### src/rtl/core/pdi_pkg.sv
`timescale 1ns / 1ps

package pdi_pkg;

    // Field widths
    localparam int VALUE_W   = 13;
    localparam int FACTOR_W  = 22;
    localparam int SLOPE_W   = 12;
    localparam int OFFSET_W  = VALUE_W + 1;
    localparam int PRODUCT_W = OFFSET_W + SLOPE_W;
    localparam int SUM_W     = PRODUCT_W + 2;

    typedef logic signed [VALUE_W-1:0]  value_t;
    typedef logic        [FACTOR_W-1:0] factor_t;
    typedef logic signed [SLOPE_W-1:0]  slope_t;

    typedef enum logic [1:0] {
        OP_VOLTAGE     = 2'd0,
        OP_TEMPERATURE = 2'd1,
        OP_PROCESS     = 2'd2
    } op_t;

    localparam factor_t FACTOR_MAX = {FACTOR_W{1'b1}};

    // Voltage table: millivolts, factors in Q2.20, slopes in Q2.20 per mV.
    localparam int VOLT_N     = 7;
    localparam int VOLT_SEG_W = $clog2(VOLT_N - 1);
    localparam value_t VOLT_X [VOLT_N] = '{
        13'sd1080, 13'sd1120, 13'sd1160, 13'sd1200, 13'sd1240, 13'sd1280, 13'sd1320
    };
    localparam factor_t VOLT_Y [VOLT_N] = '{
        22'd1176038, 22'd1127567, 22'd1085445, 22'd1048576,
        22'd1015525, 22'd985730, 22'd958904
    };
    localparam slope_t VOLT_SLOPE [VOLT_N-1] = '{
        -12'sd1212, -12'sd1053, -12'sd922, -12'sd826, -12'sd745, -12'sd671
    };

    // Temperature table: 1/16 degree C, slopes in Q2.20 per LSB.
    localparam int TEMP_N     = 15;
    localparam int TEMP_SEG_W = $clog2(TEMP_N - 1);
    localparam value_t TEMP_X [TEMP_N] = '{
        -13'sd400, -13'sd240, 13'sd0, 13'sd240, 13'sd400, 13'sd560, 13'sd720,
        13'sd880, 13'sd1040, 13'sd1200, 13'sd1360, 13'sd1520, 13'sd1680,
        13'sd1840, 13'sd2000
    };
    localparam factor_t TEMP_Y [TEMP_N] = '{
        22'd941095, 22'd962102, 22'd994404, 22'd1026779, 22'd1048576,
        22'd1069867, 22'd1091085, 22'd1113411, 22'd1135590, 22'd1157436,
        22'd1178729, 22'd1199828, 22'd1221133, 22'd1241902, 22'd1263498
    };
    localparam slope_t TEMP_SLOPE [TEMP_N-1] = '{
        12'sd131, 12'sd135, 12'sd135, 12'sd136, 12'sd133, 12'sd133, 12'sd140,
        12'sd139, 12'sd137, 12'sd133, 12'sd132, 12'sd133, 12'sd130, 12'sd135
    };

    // Process corners 1, 2 and 3.
    localparam factor_t PROC_Y_1 = 22'd1231275;
    localparam factor_t PROC_Y_2 = 22'd1048576;
    localparam factor_t PROC_Y_3 = 22'd918708;

    // Segment chosen for one transaction, plus which factor it updates.
    typedef struct packed {
        logic    accepted;
        logic    upd_voltage;
        logic    upd_temperature;
        logic    upd_process;
        factor_t y1;
        slope_t  slope;
        value_t  x1;
    } seg_sel_t;

endpackage

### src/rtl/core/pdi_seg_sel.sv
`timescale 1ns / 1ps

module pdi_seg_sel
    import pdi_pkg::*;
(
    input  op_t      operation,
    input  value_t   value,
    output seg_sel_t sel
);

    logic [VOLT_SEG_W-1:0] volt_seg;
    logic [TEMP_SEG_W-1:0] temp_seg;

    // Segment index is the number of inner breakpoints at or below the value,
    // so values outside the table fall on the first or last segment.
    always_comb begin
        volt_seg = '0;
        for (int i = 1; i < VOLT_N - 1; i++) begin
            if (value >= VOLT_X[i]) begin
                volt_seg = volt_seg + VOLT_SEG_W'(1);
            end
        end
    end

    always_comb begin
        temp_seg = '0;
        for (int i = 1; i < TEMP_N - 1; i++) begin
            if (value >= TEMP_X[i]) begin
                temp_seg = temp_seg + TEMP_SEG_W'(1);
            end
        end
    end

    // A value exactly on the last breakpoint takes the table value itself,
    // which the rounded last-segment slope would not reproduce. Slope zero
    // with x1 equal to the value yields y1 unchanged.
    always_comb begin
        sel = '0;
        sel.x1 = value;
        unique case (operation)
            OP_VOLTAGE: begin
                sel.accepted    = 1'b1;
                sel.upd_voltage = 1'b1;
                if (value == VOLT_X[VOLT_N-1]) begin
                    sel.y1 = VOLT_Y[VOLT_N-1];
                end else begin
                    sel.y1    = VOLT_Y[volt_seg];
                    sel.slope = VOLT_SLOPE[volt_seg];
                    sel.x1    = VOLT_X[volt_seg];
                end
            end
            OP_TEMPERATURE: begin
                sel.accepted        = 1'b1;
                sel.upd_temperature = 1'b1;
                if (value == TEMP_X[TEMP_N-1]) begin
                    sel.y1 = TEMP_Y[TEMP_N-1];
                end else begin
                    sel.y1    = TEMP_Y[temp_seg];
                    sel.slope = TEMP_SLOPE[temp_seg];
                    sel.x1    = TEMP_X[temp_seg];
                end
            end
            OP_PROCESS: begin
                if (value == 13'sd1) begin
                    sel.accepted    = 1'b1;
                    sel.upd_process = 1'b1;
                    sel.y1          = PROC_Y_1;
                end else if (value == 13'sd2) begin
                    sel.accepted    = 1'b1;
                    sel.upd_process = 1'b1;
                    sel.y1          = PROC_Y_2;
                end else if (value == 13'sd3) begin
                    sel.accepted    = 1'b1;
                    sel.upd_process = 1'b1;
                    sel.y1          = PROC_Y_3;
                end
            end
            default: begin
                sel.accepted = 1'b0;
            end
        endcase
    end

endmodule

### src/rtl/core/pdi_interp.sv
`timescale 1ns / 1ps

module pdi_interp
    import pdi_pkg::*;
(
    input  seg_sel_t sel,
    input  value_t   value,
    output factor_t  factor
);

    logic signed [OFFSET_W-1:0]  offset;
    logic signed [PRODUCT_W-1:0] product;
    logic signed [SUM_W-1:0]     sum;

    always_comb begin
        offset  = OFFSET_W'(value) - OFFSET_W'(sel.x1);
        product = PRODUCT_W'(offset) * PRODUCT_W'(sel.slope);
        sum     = $signed({{(SUM_W - FACTOR_W){1'b0}}, sel.y1}) + SUM_W'(product);

        // Clamp to the unsigned Q2.20 range.
        if (sum < 0) begin
            factor = '0;
        end else if (sum > $signed({{(SUM_W - FACTOR_W){1'b0}}, FACTOR_MAX})) begin
            factor = FACTOR_MAX;
        end else begin
            factor = sum[FACTOR_W-1:0];
        end
    end

endmodule

### src/rtl/core/pvt_derating_interpolator_top.sv
`timescale 1ns / 1ps

// Channel | Ports                                    | Direction | Transaction
// s_      | s_valid s_ready s_operation s_value      | in        | one lookup request
// m_      | m_valid m_ready m_*_factor m_accepted    | out       | held factors and flag
//
// Each transaction waits in the input register and then moves to the result register,
// and a new transaction is taken every cycle unless a stall on m_ready holds the result;
// the single segment select, multiply and clamp path lies between the two registers.
// The synchronous active-low reset empties both registers and clears all three
// factors to zero. A stall on m_ready holds the result and lets one more
// transaction wait in the input register before s_ready drops.

module pvt_derating_interpolator_top
    import pdi_pkg::*;
(
    input  logic          aclk,
    input  logic          aresetn,

    input  logic          s_valid,
    output logic          s_ready,
    input  logic [1:0]    s_operation,
    input  value_t        s_value,

    output logic          m_valid,
    input  logic          m_ready,
    output factor_t       m_voltage_factor,
    output factor_t       m_temperature_factor,
    output factor_t       m_process_factor,
    output logic          m_accepted
);

    // Input register.
    logic       in_valid_reg;
    logic [1:0] in_op_reg;
    value_t     in_value_reg;

    // Result register. The factor registers are also the block's state: they
    // only change when a transaction moves into the result register, so the
    // reported factors always equal the held ones.
    logic    m_valid_reg;
    logic    m_valid_next;
    logic    accepted_reg;
    factor_t voltage_factor_reg;
    factor_t temperature_factor_reg;
    factor_t process_factor_reg;

    logic     advance;
    seg_sel_t sel;
    factor_t  new_factor;

    // The input register moves forward whenever the result register is empty or
    // its current transaction is being taken this cycle.
    assign advance = in_valid_reg && (!m_valid_reg || m_ready);
    assign s_ready = !in_valid_reg || advance;

    pdi_seg_sel u_seg_sel (
        .operation (op_t'(in_op_reg)),
        .value     (in_value_reg),
        .sel       (sel)
    );

    pdi_interp u_interp (
        .sel    (sel),
        .value  (in_value_reg),
        .factor (new_factor)
    );

    always_ff @(posedge aclk) begin
        if (!aresetn) begin
            in_valid_reg <= 1'b0;
        end else if (s_ready) begin
            in_valid_reg <= s_valid;
        end
    end

    always_ff @(posedge aclk) begin
        if (s_valid && s_ready) begin
            in_op_reg    <= s_operation;
            in_value_reg <= s_value;
        end
    end

    always_comb begin
        if (advance) begin
            m_valid_next = 1'b1;
        end else if (m_ready) begin
            m_valid_next = 1'b0;
        end else begin
            m_valid_next = m_valid_reg;
        end
    end

    always_ff @(posedge aclk) begin
        if (!aresetn) begin
            m_valid_reg            <= 1'b0;
            voltage_factor_reg     <= '0;
            temperature_factor_reg <= '0;
            process_factor_reg     <= '0;
        end else begin
            m_valid_reg <= m_valid_next;
            if (advance && sel.upd_voltage) begin
                voltage_factor_reg <= new_factor;
            end
            if (advance && sel.upd_temperature) begin
                temperature_factor_reg <= new_factor;
            end
            if (advance && sel.upd_process) begin
                process_factor_reg <= new_factor;
            end
        end
    end

    always_ff @(posedge aclk) begin
        if (advance) begin
            accepted_reg <= sel.accepted;
        end
    end

    assign m_valid              = m_valid_reg;
    assign m_voltage_factor     = voltage_factor_reg;
    assign m_temperature_factor = temperature_factor_reg;
    assign m_process_factor     = process_factor_reg;
    assign m_accepted           = accepted_reg;

endmodule

### config.mk
export PLATFORM = sky130hd
export DESIGN_NAME = pvt_derating_interpolator_top
export DESIGN_NICKNAME = d
export VERILOG_FILES = /design/src/rtl/core/pdi_pkg.sv /design/src/rtl/core/pdi_seg_sel.sv /design/src/rtl/core/pdi_interp.sv /design/src/rtl/core/pvt_derating_interpolator_top.sv
export SDC_FILE = /design/constraint.sdc
export NUM_CORES = 1
export LEC_CHECK = 0
export BUFFER_PORTS_ARGS = -buffer_cell sky130_fd_sc_hd__buf_2
export CORE_MARGIN = 4
export CORE_UTILIZATION = 69
export CTS_CLUSTER_SIZE = 14
export DETAILED_ROUTE_END_ITERATION = 10
export PLACE_DENSITY_LB_ADDON = 0.05
export SLEW_MARGIN = 20
export SYNTH_ARGS = -nofsm -noshare
export SYNTH_HDL_FRONTEND = slang
export SYNTH_SLANG_ARGS = --single-unit
### constraint.sdc
create_clock -name aclk -period 43.8 [get_ports aclk]
set_clock_uncertainty 0.1 [all_clocks]
set_input_delay 2.19 -clock aclk [delete_from_list [all_inputs] [get_ports aclk]]
set_output_delay 2.19 -clock aclk [all_outputs]
set_load 0.005 [all_outputs]
=== Yosys cells after proc, flatten, opt, wreduce, memory -nomap -nowiden ===
Memory sizes are Yosys's and may differ from the RTL's.
Cells that the tools add are included.

* Bits in registers: 84
* Bits in read-only memories: 1128
* Bits of input ports: 19
* Output and inout bits: 69
* Logic and storage cells: 125
* Memories kept: 6

* $add $sub $neg: 18
* Multiply operators: 1
* Magnitude comparators: 21
* Equality and inequality tests: 7
* Multiplexer cells: 50
* Bitwise operators: 2
* Reduce and logical (&&, ||, !) cells: 12

{| class="wikitable"
|+ Memories
! memory !! depth !! width !! read ports !! clocked after memory_dff !! wr ports !! RTL line !! text
|-
| (name not given) || 16 || 22 || 1 || 0 || 0 || pdi_seg_sel.sv:58 || <nowiki>sel.y1 = TEMP_Y[temp_seg];</nowiki>
|-
| (name not given) || 16 || 13 || 1 || 0 || 0 || pdi_seg_sel.sv:60 || <nowiki>sel.x1 = TEMP_X[temp_seg];</nowiki>
|-
| (name not given) || 16 || 12 || 1 || 0 || 0 || pdi_seg_sel.sv:59 || <nowiki>sel.slope = TEMP_SLOPE[temp_seg];</nowiki>
|-
| (name not given) || 8 || 22 || 1 || 0 || 0 || pdi_seg_sel.sv:47 || <nowiki>sel.y1 = VOLT_Y[volt_seg];</nowiki>
|-
| (name not given) || 8 || 13 || 1 || 0 || 0 || pdi_seg_sel.sv:49 || <nowiki>sel.x1 = VOLT_X[volt_seg];</nowiki>
|-
| (name not given) || 8 || 12 || 1 || 0 || 0 || pdi_seg_sel.sv:48 || <nowiki>sel.slope = VOLT_SLOPE[volt_seg];</nowiki>
|}

{| class="wikitable"
|+ Operators with widths
! kind !! count
|-
| $mux W22 || 8
|-
| $ge A13 B12 Y1 const B || 10
|-
| $mux W23 || 3
|-
| $pmux W22 S3 || 1
|-
| $mux W13 || 4
|-
| $mux W25 || 2
|-
| $pmux W25 S2 || 1
|-
| $mux W12 || 4
|-
| $mux W4 || 12
|-
| $add A4 B1 Y4 const B || 11
|-
| $ge A13 B11 Y1 const B || 3
|-
| $add A23 B26 Y27 || 1
|-
| $gt A27 B23 Y1 const B || 1
|-
| $lt A27 B1 Y1 const B || 1
|-
| $eq A13 B12 Y1 const B || 2
|-
| $eq A13 B3 Y1 const B || 2
|-
| $ge A13 B9 Y1 const B || 2
|-
| $mul A14 B12 Y26 || 1
|-
| $sub A13 B13 Y14 || 1
|-
| $eq A13 B2 Y1 const B || 1
|-
| $ge A13 B1 Y1 const B || 1
|-
| $ge A13 B10 Y1 const B || 1
|-
| $mux W3 || 4
|-
| $mux W1 || 10
|-
| 15 further kinds || 24
|}

=== Longest topological paths before layout ===
Gate-level depths: netlist (run 1).

* Depth in word-level cells: 38
* Depth in mapped cells: 72
* Mapped depth without buffers: 69

=== Cells and area by module ===
From an unflattened synthesis (run 1), not the netlist that was laid out.

* Cell total of the unflattened synthesis: 1613
* Area, all modules: 14182.4 um2

{| class="wikitable"
|+ By module, submodules not included
! module !! instances !! cells an instance !! area each (um2) !! sequential area each (um2)
|-
| pdi_interp || 1 || 836 || 7702.4 || 0.0
|-
| pdi_seg_sel || 1 || 509 || 3364.5 || 0.0
|-
| pvt_derating_interpolator_top || 1 || 268 || 3115.5 || 1841.8
|}

=== Worst setup path before layout (run 1) ===
No wires, ideal clock.

* Kind: flip-flop to flip-flop
* Start point: register in_value_reg[5]
* End point: register voltage_factor_reg[14] (netlist: m_voltage_factor[14])
* Library setup time: 117 ps
* Arrival: 15387 ps
* Required time: 43583 ps
* Slack: 28196 ps
* Cell stages (with the launch flop): 68
* Path buffers: 4
* Period minus slack after synthesis: 15604 ps
* Cells stage by stage: edfxtp_1 -> buf_2 -> or2_2 -> nand2b_1 -> a31oi_1 -> ha_1 -> clkbuf_1 -> xnor2_1 -> ha_1 -> xnor3_1 -> o22ai_1 -> o21ba_2 -> mux2_2 -> ha_1 -> o22a_1 -> nand3_1 -> or3b_2 -> o31ai_1 -> [... 32 more ...] -> inv_1 -> fa_1 -> fa_1 -> fa_1 -> ha_1 -> ha_1 -> nor3_1 -> o211ai_1 -> nand4_1 -> a31oi_1 -> o31a_1 -> o21ai_0 -> a211o_1 -> nand4_1 -> nor2_1 -> clkbuf_1 -> nand2_1 -> a22o_1

* Cells in the longest elaborated chain, start to end: 38
* Elaborated cells between the ends (all ways): 92
* Classes of those cells: add/sub (18); mul (1); order compare (19); eq/ne (5); mux (41); bitwise (2); memory (6)

{| class="wikitable"
|+ Ends and longest elaborated chain
! element !! RTL line !! text
|-
| from (decl) || pvt_derating_interpolator_top.sv:36 || <nowiki>value_t in_value_reg;</nowiki>
|-
| from (signal assigned) || pvt_derating_interpolator_top.sv:80 || <nowiki>in_value_reg <= s_value;</nowiki>
|-
| $ge A13 B9 Y1 || pdi_seg_sel.sv:28 || <nowiki>if (value >= TEMP_X[i]) begin</nowiki>
|-
| $mux W1 || pdi_seg_sel.sv:28 ||
|-
| $add A1 B1 Y2 || pdi_seg_sel.sv:29 || <nowiki>temp_seg = temp_seg + TEMP_SEG_W'(1);</nowiki>
|-
| $mux W4 || pdi_seg_sel.sv:28 ||
|-
| $add A4 B1 Y4 || pdi_seg_sel.sv:29 ||
|-
| $mux W4 || pdi_seg_sel.sv:28 ||
|-
| $add A4 B1 Y4 || pdi_seg_sel.sv:29 ||
|-
| $mux W4 || pdi_seg_sel.sv:28 ||
|-
| [... 22 more ...] || - ||
|-
| $mux W25 || pdi_seg_sel.sv:55 || <nowiki>if (value == TEMP_X[TEMP_N-1]) begin</nowiki>
|-
| $pmux W25 S2 || pdi_seg_sel.sv:40 || <nowiki>unique case (operation)</nowiki>
|-
| $sub A13 B13 Y14 || pdi_interp.sv:16 || <nowiki>offset = OFFSET_W'(value) - OFFSET_W'(sel.x1);</nowiki>
|-
| $mul A14 B12 Y26 || pdi_interp.sv:17 || <nowiki>product = PRODUCT_W'(offset) * PRODUCT_W'(sel.slope);</nowiki>
|-
| $add A23 B26 Y27 (*) || pdi_interp.sv:18 || <nowiki>sum = $signed({{(SUM_W - FACTOR_W){1'b0}}, sel.y1}) + SUM_W'(product);</nowiki>
|-
| $gt A27 B23 Y1 || pdi_interp.sv:23 || <nowiki>end else if (sum > $signed({{(SUM_W - FACTOR_W){1'b0}}, FACTOR_MAX})) begin</nowiki>
|-
| $mux W22 || pdi_interp.sv:23 ||
|-
| $mux W22 (*) || pdi_interp.sv:21 || <nowiki>if (sum < 0) begin</nowiki>
|-
| to (signal assigned) || pvt_derating_interpolator_top.sv:103 || <nowiki>voltage_factor_reg <= new_factor;</nowiki>
|-
| to (decl) || pvt_derating_interpolator_top.sv:44 || <nowiki>factor_t voltage_factor_reg;</nowiki>
|}

Mark *: on every way between the ends. The rest lies on a longest branch, timed or not. The select of a mux whose other input is x is not followed.
A chain may end at the register's enable or synchronous reset.

=== Final worst setup path (run 1) ===
* Start point: register in_value_reg[12]
* End point: register process_factor_reg[19] (netlist: m_process_factor[19])

* Cells in the longest elaborated chain, start to end: 38
* Elaborated cells between the ends (all ways): 94
* Classes of those cells: add/sub (18); mul (1); order compare (19); eq/ne (5); mux (42); bitwise (2); reduce/logical (1); memory (6)

{| class="wikitable"
|+ Ends and longest elaborated chain
! element !! RTL line !! text
|-
| $ge A13 B9 Y1 || pdi_seg_sel.sv:28 ||
|-
| $mux W1 || pdi_seg_sel.sv:28 ||
|-
| $add A1 B1 Y2 || pdi_seg_sel.sv:29 ||
|-
| $mux W4 || pdi_seg_sel.sv:28 ||
|-
| $add A4 B1 Y4 || pdi_seg_sel.sv:29 ||
|-
| $mux W4 || pdi_seg_sel.sv:28 ||
|-
| $add A4 B1 Y4 || pdi_seg_sel.sv:29 ||
|-
| $mux W4 || pdi_seg_sel.sv:28 ||
|-
| [... 22 more ...] || - ||
|-
| $mux W25 || pdi_seg_sel.sv:55 ||
|-
| $pmux W25 S2 || pdi_seg_sel.sv:40 ||
|-
| $sub A13 B13 Y14 || pdi_interp.sv:16 ||
|-
| $mul A14 B12 Y26 || pdi_interp.sv:17 ||
|-
| $add A23 B26 Y27 || pdi_interp.sv:18 ||
|-
| $gt A27 B23 Y1 || pdi_interp.sv:23 ||
|-
| $mux W22 || pdi_interp.sv:23 ||
|-
| $mux W22 || pdi_interp.sv:21 ||
|-
| to (signal assigned) || pvt_derating_interpolator_top.sv:109 || <nowiki>process_factor_reg <= new_factor;</nowiki>
|-
| to (decl) || pvt_derating_interpolator_top.sv:46 || <nowiki>factor_t process_factor_reg;</nowiki>
|}

Parallel ways exist; a longest one is shown, timed or not. The select of a mux whose other input is x is not followed.

==> reports/summary.txt, run 1 <==
WHS Endpoint - m_temperature_factor[21]$_SDFFE_PN0P_
Starting Density - 0.706
RR Endpoint - m_process_factor[19]$_SDFFE_PN0P_
Filler cells - 1454
Placed Area - 0.0139 sq mm
Unrepaired setup endpoints after global routing - false
# hold bufs at CTS - 0
Initial DRT Pass Iterations - 6
Clock buffer depth - 2
XOR/XNOR share of the synthesized area - 0.0617
PortBufs - 87
Crit start category - flip-flop
Worst Hold Class - reg -> reg
Cell depth of the worst hold path - 2
Cts bufs inserted - 9
Antenna cells - 0
Relative max-transition margin - 0.271
Clock sinks - 84
Top delay family on crit path - compound AO/OA/AOI/OAI gates
CTS tree - done
Max-slew violation count - 0
Post-layout nets - 1902
H-tree depth - 3
Simple-gate share of the synthesized area - 0.152
Core ar. - 0.0188 sq mm
Total Routing Usage GR - 0.347
Number of routed nets with antenna violations - 0
Fin util - 0.753
Clock slew at reported path FFs - 80 ps
Buffers & Inverters on Critical Path - 3
Outcome - finished clean
Site Rows - 50
Setup TNS - 0 ps
Post-CTS Setup Bufs - 0
Global-route wire length before repair - 60700 um
Post-detail-place hpwl - 29100 um
Slowest stage delay, CP - 1000 ps
DR vias/cell - 6.25
Total die area - 0.0215 sq mm
Area Growth Syn to Fin - 6.74%
Met2 usage - 0.553
Root buf cell - clkbuf_16
Initial antenna violation count - 0
Crit path DAT - 18880 ps
Share of cells above drive strength 1 - 0.104
Minimum clock period - 18730 ps
Slew @ Worst Pin - 1090 ps
FMAX - 53.4 MHz
Synth Area in Adders - 0.377
Commonest non-fill, non-tap cell in the layout - inv_1
Vias - 11600
Post-synthesis compound-gate area fraction - 0.177
Synth cell types - 84
Synth area leaders - fa_1, ha_1, dfxtp_1
Number of synthesized flops with an enable pin - 16
Crit. End Element - flip-flop
Reg2reg path depth - 59
Top cell by count, worst path - ha_1
Mapped Cells - 1542
Maxcap violations - 0
Critical Setup Path Class - reg -> reg
Drt first-iter violations - 1138
Most frequent cells in the layout - inv_1, nand2_1, fa_1
Largest net degree at the start of global routing - 37
Met3 usage - 0.0728
Multi-input gate area - 0.0105 sq mm
Tcrit/Tclk final - 0.428
Sequential share of the synthesized area - 0.139
Main combinational cell family by area after synthesis - adder cells
Ys Warns - 0
Top-level port count - 88
Critical Path RT - 43950 ps
Post-CTS sizing - 0
Routed WL - 36200 um
GP Congestion - 0.996
Worst path slowest cell - edfxtp_1
Hold_sp - m_temperature_factor[21]$_SDFFE_PN0P_
Die Y - 147 um
Reg area - 0.00184 sq mm
Yosys reg bits - 84
R2R Path Start - in_value_reg[12]$_DFFE_PP_
Drt wl/cell - 19.6 um
Share of the synthesized area in the top cell type - 0.256
Syn avg cell area - 8.62 sq um
Hold Fails Final Rpt - 0
Mapped Nets - 1859
Global route hottest layer - met2
GRT overflow - 0
Drc violations - 0
Cell area after layout - 0.0142 sq mm
Synth area leader - fa_1
Worst R2R Setup Slack - 25070 ps
Mux cell area share after synthesis - 0.0175
Vias in the first global route - 11800
Routing usage on met1 - 0.483
Final-report setup violation count - 0
Netlist Area Pre-Place - 0.0133 sq mm
Die width - 147 um
Clock latency on the worst-skew pair - 360 ps
Synth Flop Type - dfxtp_1
FFs w/ async S/R, synth - 0
CP max FO - 36
## routing by layer
metal / routed length, um / vias up
met1: 14900 / 5646
li1: - / 5269
met3: 3410 / 102
met2: 16700 / 537
met5: 0 / -
met4: 1120 / 0
## stage by stage
stage                     instances  hold WS, ps  setup WS, ps
after floorplan                1542          349         28200
after global placement         1834          334         26210
after detailed placement       1834          339         25570
after CTS                      1850          358         25400
after global routing           1850          383         23860
final                          1850          355         25070
## cell families after synthesis
family / Yosys count
xor gates and xnor gates: 82
AOI/OAI and AO/OA: 339
DFF: 84
adders and majority gates: 298
muxes: 19
buffers and inverters: 265
and+or+nand+nor: 455
## worst max-delay path by stage
stage	slack [ps]	cells past startpoint	endpoint	from
2_1_floorplan	28200	67	m_voltage_factor[14]$_SDFFE_PN0P_	in_value_reg[5]$_DFFE_PP_
3_3_place_gp	26210	59	m_voltage_factor[15]$_SDFFE_PN0P_	in_value_reg[12]$_DFFE_PP_
3_5_place_dp	25570	59	m_process_factor[19]$_SDFFE_PN0P_	in_value_reg[12]$_DFFE_PP_
4_1_cts	25400	59	m_process_factor[19]$_SDFFE_PN0P_	in_value_reg[12]$_DFFE_PP_
5_1_grt	23860	60	m_process_factor[19]$_SDFFE_PN0P_	in_value_reg[12]$_DFFE_PP_
6_report	25070	59	m_process_factor[19]$_SDFFE_PN0P_	in_value_reg[12]$_DFFE_PP_
## layout make-up
class                   instances  share of cell area
multi-input cells            1193               0.737
flip-flops and latches         84               0.130
inverters                     198              0.0524
repair buffers                 99              0.0371
well taps                     260              0.0229
clock buffers                   9              0.0159
clock inverters                 7             0.00503
## cell usage after synthesis (all sizes together), types with 12 or more instances
cell type and count:
nand2 170, a31oi 13, nand3 13, o21a 13, a211oi 12, edfxtp 16
fa 170, mux2i 12, xor2 29, a22o 44, nor3 27, ha 128
o21ai 83, clkbuf 50, nand2b 16, xnor2 47, or2 19, a21o 19
inv 197, nor2 158, a21oi 66, dfxtp 68, buf 17
## worst reg2reg max path, delay by kind of cell, from the launching register on
family / cells / cell delay (ps)
AOI/OAI and AO/OA: 24 / 5930
xor gates and xnor gates: 7 / 2370
adders and majority gates: 13 / 5060
buffers and inverters: 3 / 450
DFF: 1 / 1000
muxes: 2 / 740
and+or+nand+nor: 10 / 2990
Power of run 1 is left out: the tool's default activity adds up to more than one toggle a clock period on the data nets, which glitch-free logic cannot reach.
==> inputs of run 2 (changes only) <==
--- a/config.mk
+++ b/config.mk
@@ -5,9 +5,10 @@
 export SDC_FILE = /design/constraint.sdc
 export NUM_CORES = 1
 export LEC_CHECK = 0
+export ABC_AREA = 1
 export BUFFER_PORTS_ARGS = -buffer_cell sky130_fd_sc_hd__buf_2
 export CORE_MARGIN = 4
-export CORE_UTILIZATION = 69
+export CORE_UTILIZATION = 64
 export CTS_CLUSTER_SIZE = 14
 export DETAILED_ROUTE_END_ITERATION = 10
 export PLACE_DENSITY_LB_ADDON = 0.05
==> constraint.sdc (replaced) <==
create_clock -name aclk -period 18.6 [get_ports aclk]
set_clock_uncertainty 0.1 [all_clocks]
set_input_delay 0.93 -clock aclk [delete_from_list [all_inputs] [get_ports aclk]]
set_output_delay 0.93 -clock aclk [all_outputs]
set_load 0.005 [all_outputs]
==> run 2 against run 1 <==
  * Via count grew 7.2%
  * Cell count grew 15%
  * Routed wire length grew 1.6%
  * Area after synthesis grew 2.1%
  * Global-route usage shrank 2.8 points
  * Fmax grew 11%
==> reports/summary.txt, run 2 <==
Total die area - 0.0236 sq mm
Sequential share of the synthesized area - 0.136
Clock buffer depth - 2
Number of routed nets with antenna violations - 0
CP max FO - 22
Mapped Cells - 1811
Worst path slowest cell - nand4_1
Post-Place Cells - 2120
Fin util - 0.701
Outcome - finished clean
Unrepaired setup endpoints after global routing - false
Crit start category - flip-flop
Most frequent cells in the layout - nand2_1, inv_1, fa_1
GP Congestion - 0.994
Worst Hold Class - reg -> reg
Root buf cell - clkbuf_16
Critical Setup Path Class - reg -> reg
# hold bufs at CTS - 0
Mapped Nets - 2128
Global-route wire length before repair - 62100 um
H-tree depth - 3
Area Growth Syn to Fin - 6.32%
Crit. End Element - flip-flop
Tcrit/Tclk final - 0.903
Final-report setup violation count - 0
Vias - 12400
Total Routing Usage GR - 0.319
Maxcap violations - 0
Drt first-iter violations - 1128
Clock latency on the worst-skew pair - 360 ps
Post-CTS Setup Bufs - 0
Post-layout nets - 2178
Netlist Area Pre-Place - 0.0136 sq mm
Syn avg cell area - 7.49 sq um
Synth Area in Adders - 0.369
Most common cell in the netlist - nand2_1
Cts bufs inserted - 9
Core ar. - 0.0206 sq mm
Drc violations - 0
Crit path DAT - 16930 ps
FFs w/ async S/R, synth - 0
Max-slew violation count - 0
Post-detail-place hpwl - 30200 um
Die Y - 154 um
Setup TNS - 0 ps
Mux cell area share after synthesis - 0
Top cell by count, worst path - nand2_1
XOR/XNOR share of the synthesized area - 0.0323
Antenna cells - 0
Main combinational cell family by area after synthesis - adder cells
Critical Path RT - 18720 ps
PortBufs - 87
Minimum clock period - 16800 ps
Site Rows - 52
Synth Flop Type - dfxtp_1
List of most frequent post-synthesis cells - nand2_1, inv_1, fa_1
Synth cell types - 53
Share of cells above drive strength 1 - 0.107
Yosys reg bits - 84
Number of synthesized flops with an enable pin - 16
Starting Density - 0.660
Slowest stage delay, CP - 750 ps
Synth area leader - fa_1
Share of the synthesized area in the top cell type - 0.251
Drt wl/cell - 17.2 um
FMAX - 59.5 MHz
Hold Fails Final Rpt - 0
Die width - 154 um
Vias in the first global route - 12600
Relative max-transition margin - 0.271
Post-synthesis compound-gate area fraction - 0.128
Largest net degree at the start of global routing - 68
Ys Warns - 0
GRT overflow - 0
Post-CTS sizing - 0
Commonest non-fill, non-tap cell in the layout - nand2_1
Synth area leaders - fa_1, ha_1, dfxtp_1
Finished Layout Cells - 2136
CTS tree - done
Clock slew at reported path FFs - 80 ps
Initial antenna violation count - 0
Clock sinks - 84
Slew @ Worst Pin - 1090 ps
Routed WL - 36800 um
DR vias/cell - 5.80
Top-level port count - 88
Initial DRT Pass Iterations - 6
Simple-gate share of the synthesized area - 0.224
[run 2: changes by cell type in the layout (fill, tap and decap cells not counted), sizes merged, moves of 44 or more]
cell / delta
nand3: +85
nand2: +190
a21oi: +65
inv: +127
a22o: -44
o21ai: +64
[run 2: routing by layer]
metal  wire, um  up-vias  global-route usage  share of wire
met4       1200        0              0.0959          0.033
li1           -     5850                   -              -
met2      17300      525               0.525           0.47
met3       2890      103              0.0475          0.079
met5          0        -                   0              0
met1      15400     5913               0.440           0.42
[run 2: cell families (layout without fill, tap and decap cells)]
logic type	after synthesis	count (layout)
compound gates	321	321
xor+xnor	50	50
fa+ha+maj	298	298
flops	84	84
buf+inv	384	439
simple gates	674	674
[run 2: critical path: cells and delay by family (launching register included)]
family	cells	cell delay, ps
xor gates and xnor gates	2	640
and+or+nand+nor	39	5090
AOI/OAI and AO/OA	16	3710
buffers and inverters	9	1090
DFF	1	580
adders and majority gates	15	5420
[run 2: through the flow]
stage / hold slack [ps] / cell area (sq um) / setup slack, ps
5_1_grt: 460 / 14400 / 454
2_1_floorplan: 392 / 13600 / 4900
3_3_place_gp: 398 / 14100 / 2510
6_report: 413 / 14400 / 1800
4_1_cts: 414 / 14400 / 2050
3_5_place_dp: 405 / 14100 / 2110
[run 2: path summary, 6_finish.rpt]
| kind | cells after the start | slack (ps) | end | start |
|---|---|---|---|---|
| worst max-delay path | 81 | 1800 | m_process_factor[7]$_SDFFE_PN0P_ | in_value_reg[7]$_DFFE_PP_ |
| worst min-delay path | 2 | 410 | m_valid$_SDFFE_PN0P_ | m_valid$_SDFFE_PN0P_ |
| worst max register to register | 81 | 1800 | m_process_factor[7]$_SDFFE_PN0P_ | in_value_reg[7]$_DFFE_PP_ |
| worst min register to register | 2 | 410 | m_valid$_SDFFE_PN0P_ | m_valid$_SDFFE_PN0P_ |
[run 2: layout make-up]
type | count | area [sq um]
fillers | 1793 | 6140
inverters | 331 | 1250
well taps | 270 | 338
repair buffers | 92 | 473
clock inverters | 7 | 67.6
multi-input cells | 1343 | 10200
flip-flops and latches | 84 | 1840
clock buffers | 9 | 225
Power of run 2 is left out for the same reason.
